[src/rtl/issue_queue_wakeup_select_defines.svh]
// ----------------------------------------------------------------------------
// Issue queue assertion macros
// Shared property shorthands for the issue queue checks.
// ----------------------------------------------------------------------------
`ifndef ISSUE_QUEUE_WAKEUP_SELECT_DEFINES_SVH
`define ISSUE_QUEUE_WAKEUP_SELECT_DEFINES_SVH

// same-cycle implication, disabled in reset
`define IQWS_ASSERT_NOW(lbl, ante, cons, msg) \
	lbl: assert property (@(posedge clk) disable iff (!arst_n) (ante) |-> (cons)) \
		else $error(msg);

// next-cycle implication, disabled in reset
`define IQWS_ASSERT_NEXT(lbl, ante, cons, msg) \
	lbl: assert property (@(posedge clk) disable iff (!arst_n) (ante) |=> (cons)) \
		else $error(msg);

`endif

[src/rtl/iqws_pkg.sv]
// ----------------------------------------------------------------------------
// Issue queue package
// Function codes, broadcast item and chain carry types, latency table.
// ----------------------------------------------------------------------------
package iqws_pkg;

	localparam int TAG_W = 10;
	localparam int OP_W  = 2;
	localparam int PC_W  = 32;
	localparam int AGE_W = 32;
	localparam int LAT_W = 3;
	localparam int FN_W  = 2;

	typedef enum logic [FN_W-1:0] {
		FUNC_DISPATCH = 2'd0,
		FUNC_WAKEUP   = 2'd1,
		FUNC_SELECT   = 2'd2,
		FUNC_NOP      = 2'd3
	} func_t;

	typedef enum logic [OP_W-1:0] {
		OP_CLASS_0 = 2'd0,
		OP_CLASS_1 = 2'd1,
		OP_CLASS_2 = 2'd2,
		OP_CLASS_3 = 2'd3
	} op_class_t;

	// item held at the top and seen by every cell during a sweep
	typedef struct packed {
		func_t            func;
		logic [TAG_W-1:0] dest;
		logic [TAG_W-1:0] src1;
		logic             src1_rdy;
		logic [TAG_W-1:0] src2;
		logic             src2_rdy;
		logic [OP_W-1:0]  op;
		logic [PC_W-1:0]  pc;
		logic [TAG_W-1:0] wake_tag;
		logic [AGE_W-1:0] age;
	} item_t;

	// handed from cell to cell
	typedef struct packed {
		logic             tok;
		logic             placed;
		logic             found;
		logic [TAG_W-1:0] dest;
		logic [TAG_W-1:0] src1;
		logic [TAG_W-1:0] src2;
		logic [OP_W-1:0]  op;
		logic [PC_W-1:0]  pc;
		logic [AGE_W-1:0] age;
	} carry_t;

	function automatic logic [LAT_W-1:0] exec_lat(input logic [OP_W-1:0] op);
		logic [LAT_W-1:0] lat;
		case (op_class_t'(op))
			OP_CLASS_0: lat = 3'd1;
			OP_CLASS_1: lat = 3'd2;
			OP_CLASS_2: lat = 3'd5;
			default:    lat = 3'd0;
		endcase
		return lat;
	endfunction

	// wrap-aware age order: a older than b
	function automatic logic older(input logic [AGE_W-1:0] a, input logic [AGE_W-1:0] b);
		logic [AGE_W-1:0] d;
		d = a - b;
		return d[AGE_W-1];
	endfunction

endpackage

[src/rtl/iqws_cell.sv]
// ----------------------------------------------------------------------------
// Issue queue cell
// One queue slot; acts on the item when the sweep token passes through.
// ----------------------------------------------------------------------------
module iqws_cell import iqws_pkg::*; #(
	parameter int IDX_W    = 5,
	parameter int CNT_W    = 6,
	parameter int CELL_IDX = 0
) (
	input  logic             clk,
	input  logic             arst_n,
	input  item_t            item,
	input  carry_t           carry_in,
	input  logic [IDX_W-1:0] idx_in,
	input  logic [CNT_W-1:0] nfree_in,
	input  logic [CNT_W-1:0] nready_in,
	input  logic             kill_en,
	input  logic [IDX_W-1:0] kill_idx,
	output carry_t           carry_out,
	output logic [IDX_W-1:0] idx_out,
	output logic [CNT_W-1:0] nfree_out,
	output logic [CNT_W-1:0] nready_out
);

	localparam logic [IDX_W-1:0] MY_IDX = IDX_W'(CELL_IDX);

	logic             valid_q;
	logic [TAG_W-1:0] dest_q;
	logic [TAG_W-1:0] src1_q;
	logic             r1_q;
	logic [TAG_W-1:0] src2_q;
	logic             r2_q;
	logic [OP_W-1:0]  op_q;
	logic [PC_W-1:0]  pc_q;
	logic [AGE_W-1:0] age_q;

	logic             tok_q;
	carry_t           carry_q;
	logic [IDX_W-1:0] idx_q;
	logic [CNT_W-1:0] nfree_q;
	logic [CNT_W-1:0] nready_q;

	logic claim, wake, hit1, hit2, take, kill_hit;
	logic nv, nr1, nr2;

	carry_t           carry_nx;
	logic [IDX_W-1:0] idx_nx;

	always_comb begin
		claim    = carry_in.tok && (item.func == FUNC_DISPATCH) && !valid_q && !carry_in.placed;
		wake     = carry_in.tok && (item.func == FUNC_WAKEUP) && valid_q;
		hit1     = wake && (src1_q == item.wake_tag);
		hit2     = wake && (src2_q == item.wake_tag);
		take     = carry_in.tok && (item.func == FUNC_SELECT) && valid_q && r1_q && r2_q
			&& (!carry_in.found || older(age_q, carry_in.age));
		kill_hit = kill_en && (kill_idx == MY_IDX);
		// post-item state, for the running counts
		nv  = claim || valid_q;
		nr1 = claim ? item.src1_rdy : (r1_q || hit1);
		nr2 = claim ? item.src2_rdy : (r2_q || hit2);
	end

	// carry handed to the next cell
	always_comb begin
		carry_nx        = carry_in;
		carry_nx.placed = carry_in.placed || claim;
		carry_nx.found  = carry_in.found || take;
		idx_nx          = idx_in;
		if (take) begin
			carry_nx.dest = dest_q;
			carry_nx.src1 = src1_q;
			carry_nx.src2 = src2_q;
			carry_nx.op   = op_q;
			carry_nx.pc   = pc_q;
			carry_nx.age  = age_q;
			idx_nx        = MY_IDX;
		end
	end

	always_ff @(posedge clk or negedge arst_n) begin
		if (!arst_n) begin
			valid_q <= 1'b0;
			tok_q   <= 1'b0;
		end else begin
			tok_q <= carry_in.tok;
			if (claim) begin
				valid_q <= 1'b1;
			end else if (kill_hit) begin
				valid_q <= 1'b0;
			end
		end
	end

	always_ff @(posedge clk) begin
		if (claim) begin
			dest_q <= item.dest;
			src1_q <= item.src1;
			src2_q <= item.src2;
			op_q   <= item.op;
			pc_q   <= item.pc;
			age_q  <= item.age;
		end
		r1_q <= nr1;
		r2_q <= nr2;
		if (carry_in.tok) begin
			carry_q  <= carry_nx;
			idx_q    <= idx_nx;
			nfree_q  <= nfree_in + (nv ? '0 : CNT_W'(1));
			nready_q <= nready_in + ((nv && nr1 && nr2) ? CNT_W'(1) : '0);
		end
	end

	always_comb begin
		carry_out     = carry_q;
		carry_out.tok = tok_q;
	end

	assign idx_out    = idx_q;
	assign nfree_out  = nfree_q;
	assign nready_out = nready_q;

endmodule

[config.mk]
export PLATFORM = sky130hd
export DESIGN_NAME = iqws_cell
export DESIGN_NICKNAME = d
export VERILOG_FILES = /design/src/rtl/issue_queue_wakeup_select_defines.svh /design/src/rtl/iqws_pkg.sv /design/src/rtl/iqws_cell.sv
export SDC_FILE = /design/constraint.sdc
export NUM_CORES = 1
export LEC_CHECK = 0
export ABC_AREA = 1
export BUFFER_PORTS_ARGS = -buffer_cell sky130_fd_sc_hd__clkbuf_2
export CORE_ASPECT_RATIO = 0.9
export CORE_MARGIN = 2
export CORE_UTILIZATION = 30
export DETAILED_ROUTE_END_ITERATION = 7
export HOLD_SLACK_MARGIN = 0.02
export PLACE_DENSITY = 0.58
export SLEW_MARGIN = 20
export SYNTH_ARGS = -nofsm -noshare
export SYNTH_HDL_FRONTEND = slang
export SYNTH_SLANG_ARGS = --single-unit
[constraint.sdc]
create_clock -name clk -period 7.4 [get_ports clk]
set_clock_uncertainty 0.1 [all_clocks]
set_input_delay 1.85 -clock clk [delete_from_list [all_inputs] [get_ports clk]]
set_output_delay 1.85 -clock clk [all_outputs]
set_load 0.02 [all_outputs]
# After elaboration in Yosys (flattened, before gate mapping)
# Index checks and enable logic that the tools add are counted.
# word_totals
in_bits	234
out_inout_bits	116
regBits	215
elab_cells	62
# op_classes
addsub	3
n_reduce_logical	27
eq_ne	4
mux	7
# ops
cell	n
96-bit two-way mux	1
32-bit subtractor	1
10-bit equality test	2
1-bit logical AND	15
6-bit by 1-bit adder with 6-bit output	2
1-bit logical OR	6
1-bit two-way mux	6
5-bit logical NOT	1
1-bit logical NOT	3
2-bit by 1-bit equality test with 1-bit output, second input constant	1
2-bit equality test, second input constant	1
2-bit logical NOT	1
2-bit nonzero test	1

# Depth between registers and ports, before layout
# depth
word_depth	10
ltp_mapped	19
depth_no_buf	17

# Worst setup path after synthesis
# No wires, ideal clock.
# synth_path
kind	input port to flip-flop
from	input item[109] in the netlist's numbering
to	register nready_q[4], in the netlist nready_out[4], data pin
setup_slack_ps	-585
n_path_buf	0
required_time_ps	7042
t_arrival_ps	7628
path_stages	13
setup_ps	258
cell_sequence	nor2_1 -> nand3_1 -> nor2_1 -> inv_1 -> nand2_1 -> inv_1 -> a21oi_1 -> nand2_1 -> nor2_1 -> ha_1 -> ha_1 -> nand3_1 -> xor2_1
# synth_between
word_cells_on_any_way	18
classes_between	add/sub: 1; eq/ne: 1; mux: 3; reduce/logical: 13
# synth_lines
element	line_no	source
start, declared	iqws_cell.sv:12	input item_t item,
2-bit logical NOT	iqws_cell.sv:50	claim = carry_in.tok && (item.func == FUNC_DISPATCH) && !valid_q && !carry_in.placed;
1-bit logical AND (3 in series)	iqws_cell.sv:50	
named net claim	iqws_cell.sv:43	logic claim, wake, hit1, hit2, take, kill_hit;
1-bit two-way mux	iqws_cell.sv:59	nr1 = claim ? item.src1_rdy : (r1_q || hit1);
named net nr1	iqws_cell.sv:44	logic nv, nr1, nr2;
1-bit logical AND (2 in series)	iqws_cell.sv:109	nready_q <= nready_in + ((nv && nr1 && nr2) ? CNT_W'(1) : '0);
1-bit two-way mux	iqws_cell.sv:109	
6-bit by 1-bit adder with 6-bit output	iqws_cell.sv:109	
end signal, assigned	iqws_cell.sv:109	
end, declared	iqws_cell.sv:41	logic [CNT_W-1:0] nready_q;
# The timed path passes the listed nets, and every way through them passes these cells.
# A chain may end at the register's enable or synchronous reset.

# Worst setup path in the final report
# layout_path
from	input carry_in[98] in the netlist's numbering
to	register nready_q[4], in the netlist nready_out[4], data pin
# layout_between
word_cells_on_any_way	16
classes_between	add/sub: 1; mux: 3; reduce/logical: 12
# layout_lines
element	line_no	source
start, declared	iqws_cell.sv:13	input carry_t carry_in,
1-bit logical AND (3 in series)	iqws_cell.sv:50	
named net claim	iqws_cell.sv:43	
1-bit two-way mux	iqws_cell.sv:59	
named net nr1	iqws_cell.sv:44	
1-bit logical AND (2 in series)	iqws_cell.sv:109	
1-bit two-way mux	iqws_cell.sv:109	
6-bit by 1-bit adder with 6-bit output	iqws_cell.sv:109	
# The timed path passes the listed nets, and every way through them passes these cells.

==> flow_summary.json <==
{
  "outcome": "finished, final reports clean",
  "avgSynthCellArea_um2": 11.94,
  "path_buf_inv": 3,
  "fill_cells": 2946,
  "synthCells": 775,
  "yosysTopAreaCell": "edfxtp_1",
  "cts_buffers": 25,
  "synth_flop_cell": "edfxtp_1",
  "power.total_uw": 2913,
  "required_ns": 7.57,
  "cts_resized": 0,
  "synth_nets": 1043,
  "slew_viol_final": 0,
  "nets": 1392,
  "synth_mux_area_share_pct": 0,
  "vdd_drop_max_mv": 0.1568,
  "maxCapViolCount": 0,
  "synth_top_family_by_area": "simple AND/OR/NAND/NOR gates",
  "cts_sinks": 215,
  "post-cts-setup-buffers": 0,
  "grt_start_max_net_pins": 97,
  "clockRootBuffer": "clkbuf_16",
  "whs_ns": 0.4427,
  "async_flop_share_pct": 0.9302,
  "syn_to_final_growth_pct": 31.58,
  "gr-total-overflow": 0,
  "drt_iter0_drc": 401,
  "relSlewSlack_pct": 30.95,
  "yosysUniqueCellTypes": 28,
  "cts_tree": "built",
  "mostFrequentLayoutCell": "clkbuf_2",
  "timing.fmax_mhz": 222.2,
  "synth_fa_ha_area_share_pct": 4.597,
  "path_class": "input port to flip-flop",
  "gp_congestion": 0.7839,
  "rows": 60,
  "vias": 6913,
  "clk_pin_slew_ns": 0.06,
  "finalHoldViolCount": 0,
  "crit_path_start_kind": "input port",
  "port_buffers": 349,
  "dieHeight_um": 170.6,
  "grt_pass1_vias": 6887,
  "antenna_found_initial": 2,
  "dp.final_hpwl_um": 19630,
  "die_x_um": 189.1,
  "grt_pass1_wl_um": 39320,
  "vias_per_cell": 4.469,
  "wire_per_inst_um": 17.34,
  "synth-edff-count": 211,
  "cp_slowest_stage_delay_ns": 0.82,
  "pin_count": 350,
  "crit_path_cell_trace": "buf_4 > nand3_1 > nor2_4 > inv_1 > nand2_1 > inv_1 > a21oi_1 > nand2_1 > nor2_1 > ha_1 > ha_1 > nand3_1 > xor2_1",
  "mostFrequentLayoutCells": "clkbuf_2 (348), nand2_1 (246), edfxtp_1 (211), nand3_1 (106), inv_1 (59)",
  "routed_wl_um": 26830,
  "synth_area_mm2": 0.009254,
  "yosysSeqAreaShare_pct": 69.44,
  "worstHoldPathType": "flip-flop to flip-flop",
  "core_area_mm2": 0.03010,
  "period_needed_ns": 4.501,
  "clock_path_buffers": 3,
  "drc": 0,
  "drive_gt1_share_pct": 34.85,
  "crit_arrival_ns": 4.67,
  "die_area_mm2": 0.03227,
  "start_util_pct": 30.74,
  "setup_viol": 0,
  "clock_latency_ns": 0.51,
  "synth_compound_gate_area_share_pct": 1.257,
  "setup-tns-final_ns": 0,
  "post-route-period-util_pct": 60.83,
  "ys_ff_latch": 215,
  "ant_nets": 0,
  "critPathTopFamily": "simple AND/OR/NAND/NOR gates",
  "dp_worst_setup_slack_ns": 2.255,
  "h-tree-depth": 1,
  "synth.top_cell.area_share_pct": 68.47,
  "grt_usage_pct": 15.92,
  "numPlacedInstances": 1500,
  "slowest_stage": "nor2_4",
  "rsz0062_at_grt": "no",
  "instances_no_fill": 1547,
  "tightestPinTransition_ns": 1.033,
  "synth-simple-area-share_pct": 17.56,
  "fin_ws_ns": 2.899,
  "path_max_fanout": 37,
  "end_kind": "flip-flop",
  "ctsHoldBuffers": 0,
  "netlist_top_cells_area": "edfxtp_1 (68%), nand2_1 (10%), nand3_1 (5.7%), ha_1 (4.6%), xor2_1 (2.6%)",
  "dr.pass1.iters": 5,
  "leakagePower_uw": 0.005638,
  "power_density_mw_per_mm2": 239.3,
  "worst-r2r-setup-slack_ns": 4.16,
  "ys.warnings.count": 0,
  "synthXorXnorAreaFrac_pct": 2.745
}
path summary, 6_finish.rpt:
kind	from	endpoint	cells after the start
worst max-delay path	carry_in[98]	nready_out[4]	13
worst min-delay path	pc_q[4]	carry_out[36]	2
worst max register to register	age_q[13]	carry_out[85]	14
worst min register to register	pc_q[4]	carry_out[36]	2
max in group asynchronous	arst_n	tok_q	1
min in group asynchronous	arst_n	valid_q	1
power by group:
group | switching, µW | total (µW) | internal [µW]
clock network | 490 | 1160 | 671
logic | 204 | 321 | 117
registers | 22.4 | 1430 | 1410
total | 716 | 2910 | 2200
registers in the layout, summed over array words and instances (netlist names), 2 cells and up:
register / cells
carry_out: 98
age_q: 32
pc_q: 32
dest_q: 10
src1_q: 10
src2_q: 10
nfree_out: 6
nready_out: 6
idx_out: 5
op_q: 2
layer usage:
metal | track usage [%] | vias to the layer above | share of wire, %
met5 | 0 | - | 0
met4 | 5.605 | 0 | 3.1
met3 | 2.379 | 50 | 5.5
met2 | 27.31 | 279 | 50
met1 | 20.57 | 3222 | 41
li1 | - | 3362 | -
cell usage after synthesis, drive strengths merged (2+ instances only):
cell type	count
a21boi	5
a21o	2
a21oi	10
buf	23
clkbuf	10
dfrtp	2
dfxtp	2
edfxtp	211
ha	34
inv	59
nand2	247
nand3	107
nand4	2
nor2	17
nor3	6
nor4	4
or2	2
xnor2	2
xor2	27
cell type report:
type | count | area [µm²] | share of cell area, %
multi-input combinational | 468 | 2456 | 20.17
clock buffer | 28 | 656.9 | 5.395
inverter | 59 | 221.5 | 1.819
tap | 403 | 504.2 | 4.141
antenna | 2 | 5.005 | 0.04110
sequential | 215 | 6426 | 52.77
timing repair buffer | 355 | 1794 | 14.73
clock inverter | 17 | 112.6 | 0.9248
through the flow:
stage / util (%) / cell area [µm²]
after floorplan: - / 9256
after global placement: 37.85 / 11390
after detailed placement: 37.85 / 11390
after CTS: 40.40 / 12160
after global routing: 40.45 / 12180
final: 40.45 / 12180
worst register-to-register path, stage by stage (launching register included):
cell      delay [ns]
edfxtp_1        0.42
ha_1            0.30
nand2_1         0.06
nor2_1          0.14
nand2_1         0.08
nor2_1          0.11
nor2_1          0.06
nand2_1         0.13
nand2_1         0.09
nand2_1         0.06
nand2_1         0.08
nand3_4         0.39
buf_4           0.69
nand3_1         0.25
nand2_1         0.13
cell families (layout without fill, tap and decap cells):
family	Yosys count	in the layout
compound gates	19	19
flops	215	215
buf+inv	92	459
xor+xnor	29	29
simple gates	386	386
fa+ha+maj	34	34
other cells	0	2
Note: power is estimated with default switching activity, not from simulation.
